`config.mk`:
```
export PLATFORM = sky130hd
export DESIGN_NAME = double_ended_queue
export DESIGN_NICKNAME = d
export VERILOG_FILES = /design/src/sv/deq_pkg.sv /design/src/sv/double_ended_queue.sv
export SDC_FILE = /design/constraint.sdc
export NUM_CORES = 2
export LEC_CHECK = 0
export ABC_AREA = 1
export BUFFER_PORTS_ARGS = -buffer_cell sky130_fd_sc_hd__buf_4
export CORE_UTILIZATION = 30
export DETAILED_ROUTE_END_ITERATION = 7
export PLACE_DENSITY = 0.43
export SLEW_MARGIN = 20
export SYNTH_ARGS = -nofsm -noshare
export SYNTH_HDL_FRONTEND = slang
export SYNTH_SLANG_ARGS = --single-unit
export TNS_END_PERCENT = 100
```
`constraint.sdc`:
```
create_clock -name clk -period 11.6 [get_ports clk]
set_input_delay 3.48 -clock clk [delete_from_list [all_inputs] [get_ports clk]]
set_output_delay 3.48 -clock clk [all_outputs]
set_load 0.01 [all_outputs]
```
`src/sv/deq_pkg.sv`:
```
`timescale 1ns / 1ps
// ----------------------------------------------------------------------------
// Double-ended queue package
// Operation and error codes and the fixed index width shared by the queue.
// ----------------------------------------------------------------------------
package deq_pkg;

  localparam int IDX_W = 6;

  typedef enum logic [1:0] {
    OP_PUSH_FRONT = 2'd0,
    OP_PUSH_BACK  = 2'd1,
    OP_READ       = 2'd2,
    OP_WRITE      = 2'd3
  } op_t;

  typedef enum logic [1:0] {
    ERR_NONE  = 2'd0,
    ERR_FULL  = 2'd1,
    ERR_RANGE = 2'd2
  } err_t;

endpackage

```
`src/sv/double_ended_queue.sv`:
```
`timescale 1ns / 1ps
// ----------------------------------------------------------------------------
// Double-ended queue
// Fixed-capacity deque over a ring store: push front/back, read/write by index.
// ----------------------------------------------------------------------------
// One operation per word is accepted each cycle in_ready is high, with its
// result registered the next cycle; a new word is taken whenever the result
// register is empty or being drained. Elements sit in a CAPACITY-deep ring
// memory with one write and one registered read per cycle, addressed from a
// head pointer. Front and back elements are tracked in side registers, so
// every result carries them without extra memory ports. A push into a full
// queue is dropped with a full error; checked access at or beyond the count
// gives a range error, unchecked access clamps to the last element. Empty
// queue reads and front/back values return zero.
module double_ended_queue #(
  parameter int CAPACITY   = 64,
  parameter int DATA_WIDTH = 32
) (
  input  logic                              clk,
  input  logic                              rst_n,
  input  logic                              in_valid,
  output logic                              in_ready,
  input  deq_pkg::op_t                      in_op,
  input  logic [deq_pkg::IDX_W-1:0]         in_index,
  input  logic [DATA_WIDTH-1:0]             in_value,
  input  logic                              in_checked,
  output logic                              out_valid,
  input  logic                              out_ready,
  output logic [DATA_WIDTH-1:0]             out_read_data,
  output deq_pkg::err_t                     out_error,
  output logic [$clog2(CAPACITY+1)-1:0]     out_count,
  output logic                              out_is_empty,
  output logic [DATA_WIDTH-1:0]             out_front_value,
  output logic [DATA_WIDTH-1:0]             out_back_value
);
  import deq_pkg::*;

  localparam int PTR_W = $clog2(CAPACITY);
  localparam int CNT_W = $clog2(CAPACITY + 1);
  localparam int LW    = (CNT_W > IDX_W) ? CNT_W : IDX_W;
  localparam logic [PTR_W:0]   CAP_P    = CAPACITY[PTR_W:0];
  localparam logic [PTR_W-1:0] CAP_LAST = PTR_W'(CAPACITY - 1);
  localparam logic [CNT_W-1:0] CAP_CNT  = CNT_W'(CAPACITY);

  logic [DATA_WIDTH-1:0] mem [CAPACITY];

  logic [PTR_W-1:0]      head_r, head_nxt;
  logic [CNT_W-1:0]      count_r, count_nxt;
  logic [DATA_WIDTH-1:0] front_r, front_nxt;
  logic [DATA_WIDTH-1:0] back_r, back_nxt;

  logic                  out_valid_r;
  logic [DATA_WIDTH-1:0] rdata_r, rdata_nxt;
  logic                  use_mem_r, use_mem_nxt;
  logic [DATA_WIDTH-1:0] mem_q_r;
  err_t                  err_r, err_nxt;
  logic [CNT_W-1:0]      out_count_r;
  logic [DATA_WIDTH-1:0] out_front_r, out_back_r;

  logic                  accept;
  logic                  wr_en;
  logic [PTR_W-1:0]      wr_addr;
  logic [PTR_W-1:0]      rd_addr;
  logic                  full;
  logic                  access_ok;
  logic [LW-1:0]         idx_ext, last_ext, pos_ext;
  logic [PTR_W-1:0]      pos;
  logic [PTR_W-1:0]      pos_slot;

  // Ring position of a logical offset from a base slot.
  function automatic logic [PTR_W-1:0] slot_of(input logic [PTR_W-1:0] base,
                                               input logic [PTR_W-1:0] ofs);
    logic [PTR_W:0] sum;
    sum = {1'b0, base} + {1'b0, ofs};
    if (sum >= CAP_P) begin
      sum = sum - CAP_P;
    end
    return sum[PTR_W-1:0];
  endfunction

  assign in_ready = !out_valid_r || out_ready;
  assign accept   = in_valid && in_ready;

  assign full      = (count_r == CAP_CNT);
  assign idx_ext   = LW'(in_index);
  assign last_ext  = LW'(count_r) - LW'(1);
  assign access_ok = !(in_checked && (idx_ext >= LW'(count_r))) && (count_r != '0);
  // clamp to the last element
  assign pos_ext   = (idx_ext > last_ext) ? last_ext : idx_ext;
  assign pos       = pos_ext[PTR_W-1:0];
  assign pos_slot  = slot_of(head_r, pos);
  assign rd_addr   = pos_slot;

  always_comb begin
    head_nxt    = head_r;
    count_nxt   = count_r;
    front_nxt   = front_r;
    back_nxt    = back_r;
    wr_en       = 1'b0;
    wr_addr     = pos_slot;
    rdata_nxt   = '0;
    use_mem_nxt = 1'b0;
    err_nxt     = ERR_NONE;
    unique case (in_op)
      OP_PUSH_FRONT: begin
        if (full) begin
          err_nxt = ERR_FULL;
        end else begin
          head_nxt  = (head_r == '0) ? CAP_LAST : head_r - PTR_W'(1);
          wr_en     = 1'b1;
          wr_addr   = head_nxt;
          count_nxt = count_r + CNT_W'(1);
          front_nxt = in_value;
          if (count_r == '0) begin
            back_nxt = in_value;
          end
        end
      end
      OP_PUSH_BACK: begin
        if (full) begin
          err_nxt = ERR_FULL;
        end else begin
          wr_en     = 1'b1;
          wr_addr   = slot_of(head_r, count_r[PTR_W-1:0]);
          count_nxt = count_r + CNT_W'(1);
          back_nxt  = in_value;
          if (count_r == '0) begin
            front_nxt = in_value;
          end
        end
      end
      OP_READ: begin
        if (in_checked && (idx_ext >= LW'(count_r))) begin
          err_nxt = ERR_RANGE;
        end
        use_mem_nxt = access_ok;
      end
      OP_WRITE: begin
        if (in_checked && (idx_ext >= LW'(count_r))) begin
          err_nxt = ERR_RANGE;
        end
        if (access_ok) begin
          wr_en     = 1'b1;
          rdata_nxt = in_value;
          if (pos == '0) begin
            front_nxt = in_value;
          end
          if (pos_ext == last_ext) begin
            back_nxt = in_value;
          end
        end
      end
      default: begin
      end
    endcase
  end

  always_ff @(posedge clk) begin
    if (accept) begin
      if (wr_en) begin
        mem[wr_addr] <= in_value;
      end
      mem_q_r <= mem[rd_addr];
    end
  end

  always_ff @(posedge clk) begin
    if (!rst_n) begin
      head_r      <= '0;
      count_r     <= '0;
      out_valid_r <= 1'b0;
    end else begin
      if (accept) begin
        head_r  <= head_nxt;
        count_r <= count_nxt;
      end
      if (accept) begin
        out_valid_r <= 1'b1;
      end else if (out_ready) begin
        out_valid_r <= 1'b0;
      end
    end
  end

  always_ff @(posedge clk) begin
    if (accept) begin
      front_r     <= front_nxt;
      back_r      <= back_nxt;
      rdata_r     <= rdata_nxt;
      use_mem_r   <= use_mem_nxt;
      err_r       <= err_nxt;
      out_count_r <= count_nxt;
      // hold zero for an empty queue
      out_front_r <= (count_nxt == '0) ? '0 : front_nxt;
      out_back_r  <= (count_nxt == '0) ? '0 : back_nxt;
    end
  end

  assign out_valid       = out_valid_r;
  assign out_read_data   = use_mem_r ? mem_q_r : rdata_r;
  assign out_error       = err_r;
  assign out_count       = out_count_r;
  assign out_is_empty    = (out_count_r == '0);
  assign out_front_value = out_front_r;
  assign out_back_value  = out_back_r;

endmodule

```
==> summary.txt <==
Yosys
  – Number of cells produced by synthesis: 7,772
  – Asr flop ratio synth: 0
  – Largest area contributor in the netlist: edfxtp_1
  – Area contributors post-synth: edfxtp_1 72%, o21ai_0 5.6%, nor2_1 5.3%
  – Synth Flop Type: edfxtp_1
  – Count of cell types in the netlist: 49
  – Syn Area/Cell: 12.03 um^2
  – Synth Warn #: 0
  – Post-synth EDFFs: 2,250
  – Syn_nets: 7,846
  – Post-synthesis sequential area ratio: 0.7259
  – Flops & latches, synth: 2,264
  – Area share of the leading cell type in the synthesized netlist: 0.7229
  – Cell area after synthesis: 93,470 um^2

Clock network
  – Post-CTS Hold Buffers: 0
  – Longest Clk Path Bufs: 4
  – Clock-pin slew on the worst setup and hold paths: 60 ps
  – CTS tree: built
  – Clk_lat worst skew: 850 ps
  – Root Buffer: clkbuf_16
  – Num CTS Buffers: 267
  – Sink Count: approximately 2,300
  – Max H-tree Level: 5
  – Setup bufs post-CTS: 0
  – Post-CTS Resized: 0

Layout
  – Final net count: 7,927
  – Share of cells above drive strength 1: 0.1052
  – Final std cells w/o fill: 12,168
  – Fillers: 30,496
  – Area Growth Syn to Fin: 15.78%

STA
  – RSZ-0062 raised after global routing: false
  – Fin crit period: 9360 ps
  – Least-Margin Pin Slew: roughly 1300 ps
  – Slew headroom: 0.1476
  – TNS Setup: 0 ps
  – Final period util: 0.8069
  – Final hold vios: 0
  – Final Skew: 42.80 ps
  – F_max: 0.1068 GHz
  – Final setup viols: 0
  – Fin. max-slew vios: 0

Critical path
  – Startpoint Class: input pin
  – Worst EP required: 12,250 ps
  – Worst-path fanout max: 107
  – CP arrival: 10,010 ps
  – Critical path class: input pin to flip-flop
  – Kind of end point of the critical path: flip-flop

Floorplan
  – Site Rows: ~200
  – Io pins: 153
  – Initial Util: 0.3021
  – Die Ht: 560.2 um
  – Die Wd: 560.2 um
  – Core area: 309,400 um^2
  – Die area: 313,800 um^2

Drt
  – WL/cell: 27.80 um
  – DRT iter0 DRCs: 7,218
  – ANT nets after route: 0
  – Drt drc: 0
  – First drt pass iteration count: 8
  – Via count: 64,341
  – Vias per inst: ~5.3
  – DRT Wirelength: 338.3 mm

Placed design
  – RePlAce Congestion: 0.8372
  – Inst Count DP: 11,703
  – Dpl hpwl: 191.1 mm
  – Port Buffers: 152

Global routing
  – Largest net degree at the start of global routing: about 150
  – GRT Overall Usage: 0.2101
  – GR Overflow Total: 0
  – First-pass GRT wire length: 479.0 mm
  – Vias in the first global route: 62,808
  – Antenna violations before repair: 25

Pwr
  – Peak supply drop: 0.2155 mV
  – PwrDens: 228.0 nW/um^2
  – Leak Pwr: roughly 36 nW

Run status
  – Status: completed

Min path
  – Hold/Removal Path Class: flip-flop to flip-flop

Job
  – Max-Cap Viols: 0
==> final timing paths <==
check	startpoint	to	slack (ps)	cells after the start
max	in_index[5]	mem_q_r[6]	2240	21
min	out_valid	out_valid	520	2
min reg2reg	out_valid	out_valid	520	2
max reg2reg	count_r[0]	mem_q_r[6]	3620	23
==> per-layer routing <==
| layer | part of all wire | global-route usage | vias up |
|---|---|---|---|
| li1 | - | - | 28433 |
| met1 | 0.44 | 0.2893 | 33152 |
| met2 | 0.47 | 0.3401 | 2265 |
| met3 | 0.065 | 0.03147 | 483 |
| met4 | 0.032 | 0.06630 | 8 |
| met5 | 0.00015 | 0 | - |
==> Yosys cell counts (5+ instances only) <==
| cell type | number |
|---|---|
| nand2_1 | 1042 |
| o21ai_1 | 6 |
| mux2i_1 | 32 |
| ha_1 | 27 |
| clkbuf_1 | 470 |
| o21ai_0 | 1047 |
| inv_1 | 217 |
| a31oi_1 | 127 |
| buf_2 | 25 |
| edfxtp_1 | 2250 |
| a21oi_1 | 84 |
| inv_2 | 9 |
| nor2_1 | 1315 |
| xnor2_1 | 5 |
| o22ai_1 | 514 |
| nand4_1 | 39 |
| dfxtp_1 | 14 |
| mux2_2 | 32 |
| nor2_2 | 6 |
| nand3_1 | 317 |
| o31ai_1 | 64 |
| o21bai_1 | 33 |
| xor2_1 | 9 |
| buf_1 | 37 |
| nand2_2 | 5 |
==> cell usage in the layout (no fill, tap or decap), types with 8 or more instances in the layout <==
master,instances
mux2_2,32
clkbuf_1,66
nand2_1,1039
clkinv_2,35
bufinv_16,13
clkbuf_16,276
dfxtp_1,14
nor2_4,68
a31oi_1,124
mux2i_1,32
a21oi_1,83
nand4_1,39
xor2_1,8
edfxtp_1,2250
buf_4,323
nor2_1,1249
o21ai_0,1047
inv_6,10
inv_1,212
nand3_1,317
o21bai_1,33
o22ai_1,514
buf_12,24
o31ai_1,64
nand2_2,8
clkinv_1,55
inv_2,11
ha_1,26
==> power breakdown <==
group	switching, mW	leakage [nW]	internal, mW
registers	0.123	20.5	9.28
logic	5.52	11.5	1.73
clock network	3.38	3.96	4.64
==> per-stage QoR <==
stage | area [um^2] | util | hold slack, ps | worst slack (ps) | power, mW
detailed placement | 100100 | 0.3235 | 517.7 | 1502 | 16.84
CTS | 108200 | 0.3497 | 526.3 | 2385 | 24.85
global route | 108200 | 0.3498 | 590.3 | 2052 | 25.61
floorplan | 93470 | - | 528.9 | 1339 | 13.27
global placement | 100000 | 0.3232 | 508.9 | 1159 | 16.84
finish | 108200 | 0.3498 | 521.7 | 2240 | 24.67
==> sequential cells by signal (all words and copies together) (netlist names) <==
signal           flops
back_r              32
count_r              7
front_r             32
head_r               6
mem               2048
mem_q_r             32
out_back_value      32
out_count            7
out_error            2
out_front_value     32
out_valid            1
rdata_r             32
use_mem_r            1
==> logic make-up after synthesis <==
| group | after synthesis | synth area share |
|---|---|---|
| AO/OA/AOI/OAI | 1886 | 0.1126 |
| XOR/XNOR | 14 | 0.001312 |
| adder cells (fa/ha/maj) | 29 | 0.004043 |
| buffers and inverters | 766 | 0.03142 |
| flip-flops | 2264 | 0.7259 |
| multiplexers | 64 | 0.007282 |
| AND/OR/NAND/NOR | 2749 | 0.1174 |
==> final cells by class <==
type / count / area [um^2] / share of cell area
sequential: 2264 / 67850 / 0.6270
multi-input combinational: 4742 / 23280 / 0.2151
clock buffer: 342 / 7154 / 0.06611
tap: 4120 / 5155 / 0.04764
timing repair buffer: 348 / 2933 / 0.02710
clock inverter: 119 / 940.9 / 0.008695
inverter: 230 / 898.4 / 0.008302
antenna: 3 / 7.507 / 0.00006937
==> worst max-delay path, stage by stage <==
cell and delay [ps]:
buf_4 130, ha_1 320, nand3_1 110, nor3b_1 290, nor2_2 80, nand2_2 350, o21ai_1 190, inv_1 130
ha_4 150, inv_1 60, fa_4 1130, buf_12 510, buf_4 870, o21ai_0 230, o22ai_1 240, nand2_1 70
nand3_1 90, nand2_1 90, a31oi_1 540, a31oi_1 350, mux2i_1 320
Note: power is estimated with default switching activity, not from simulation.
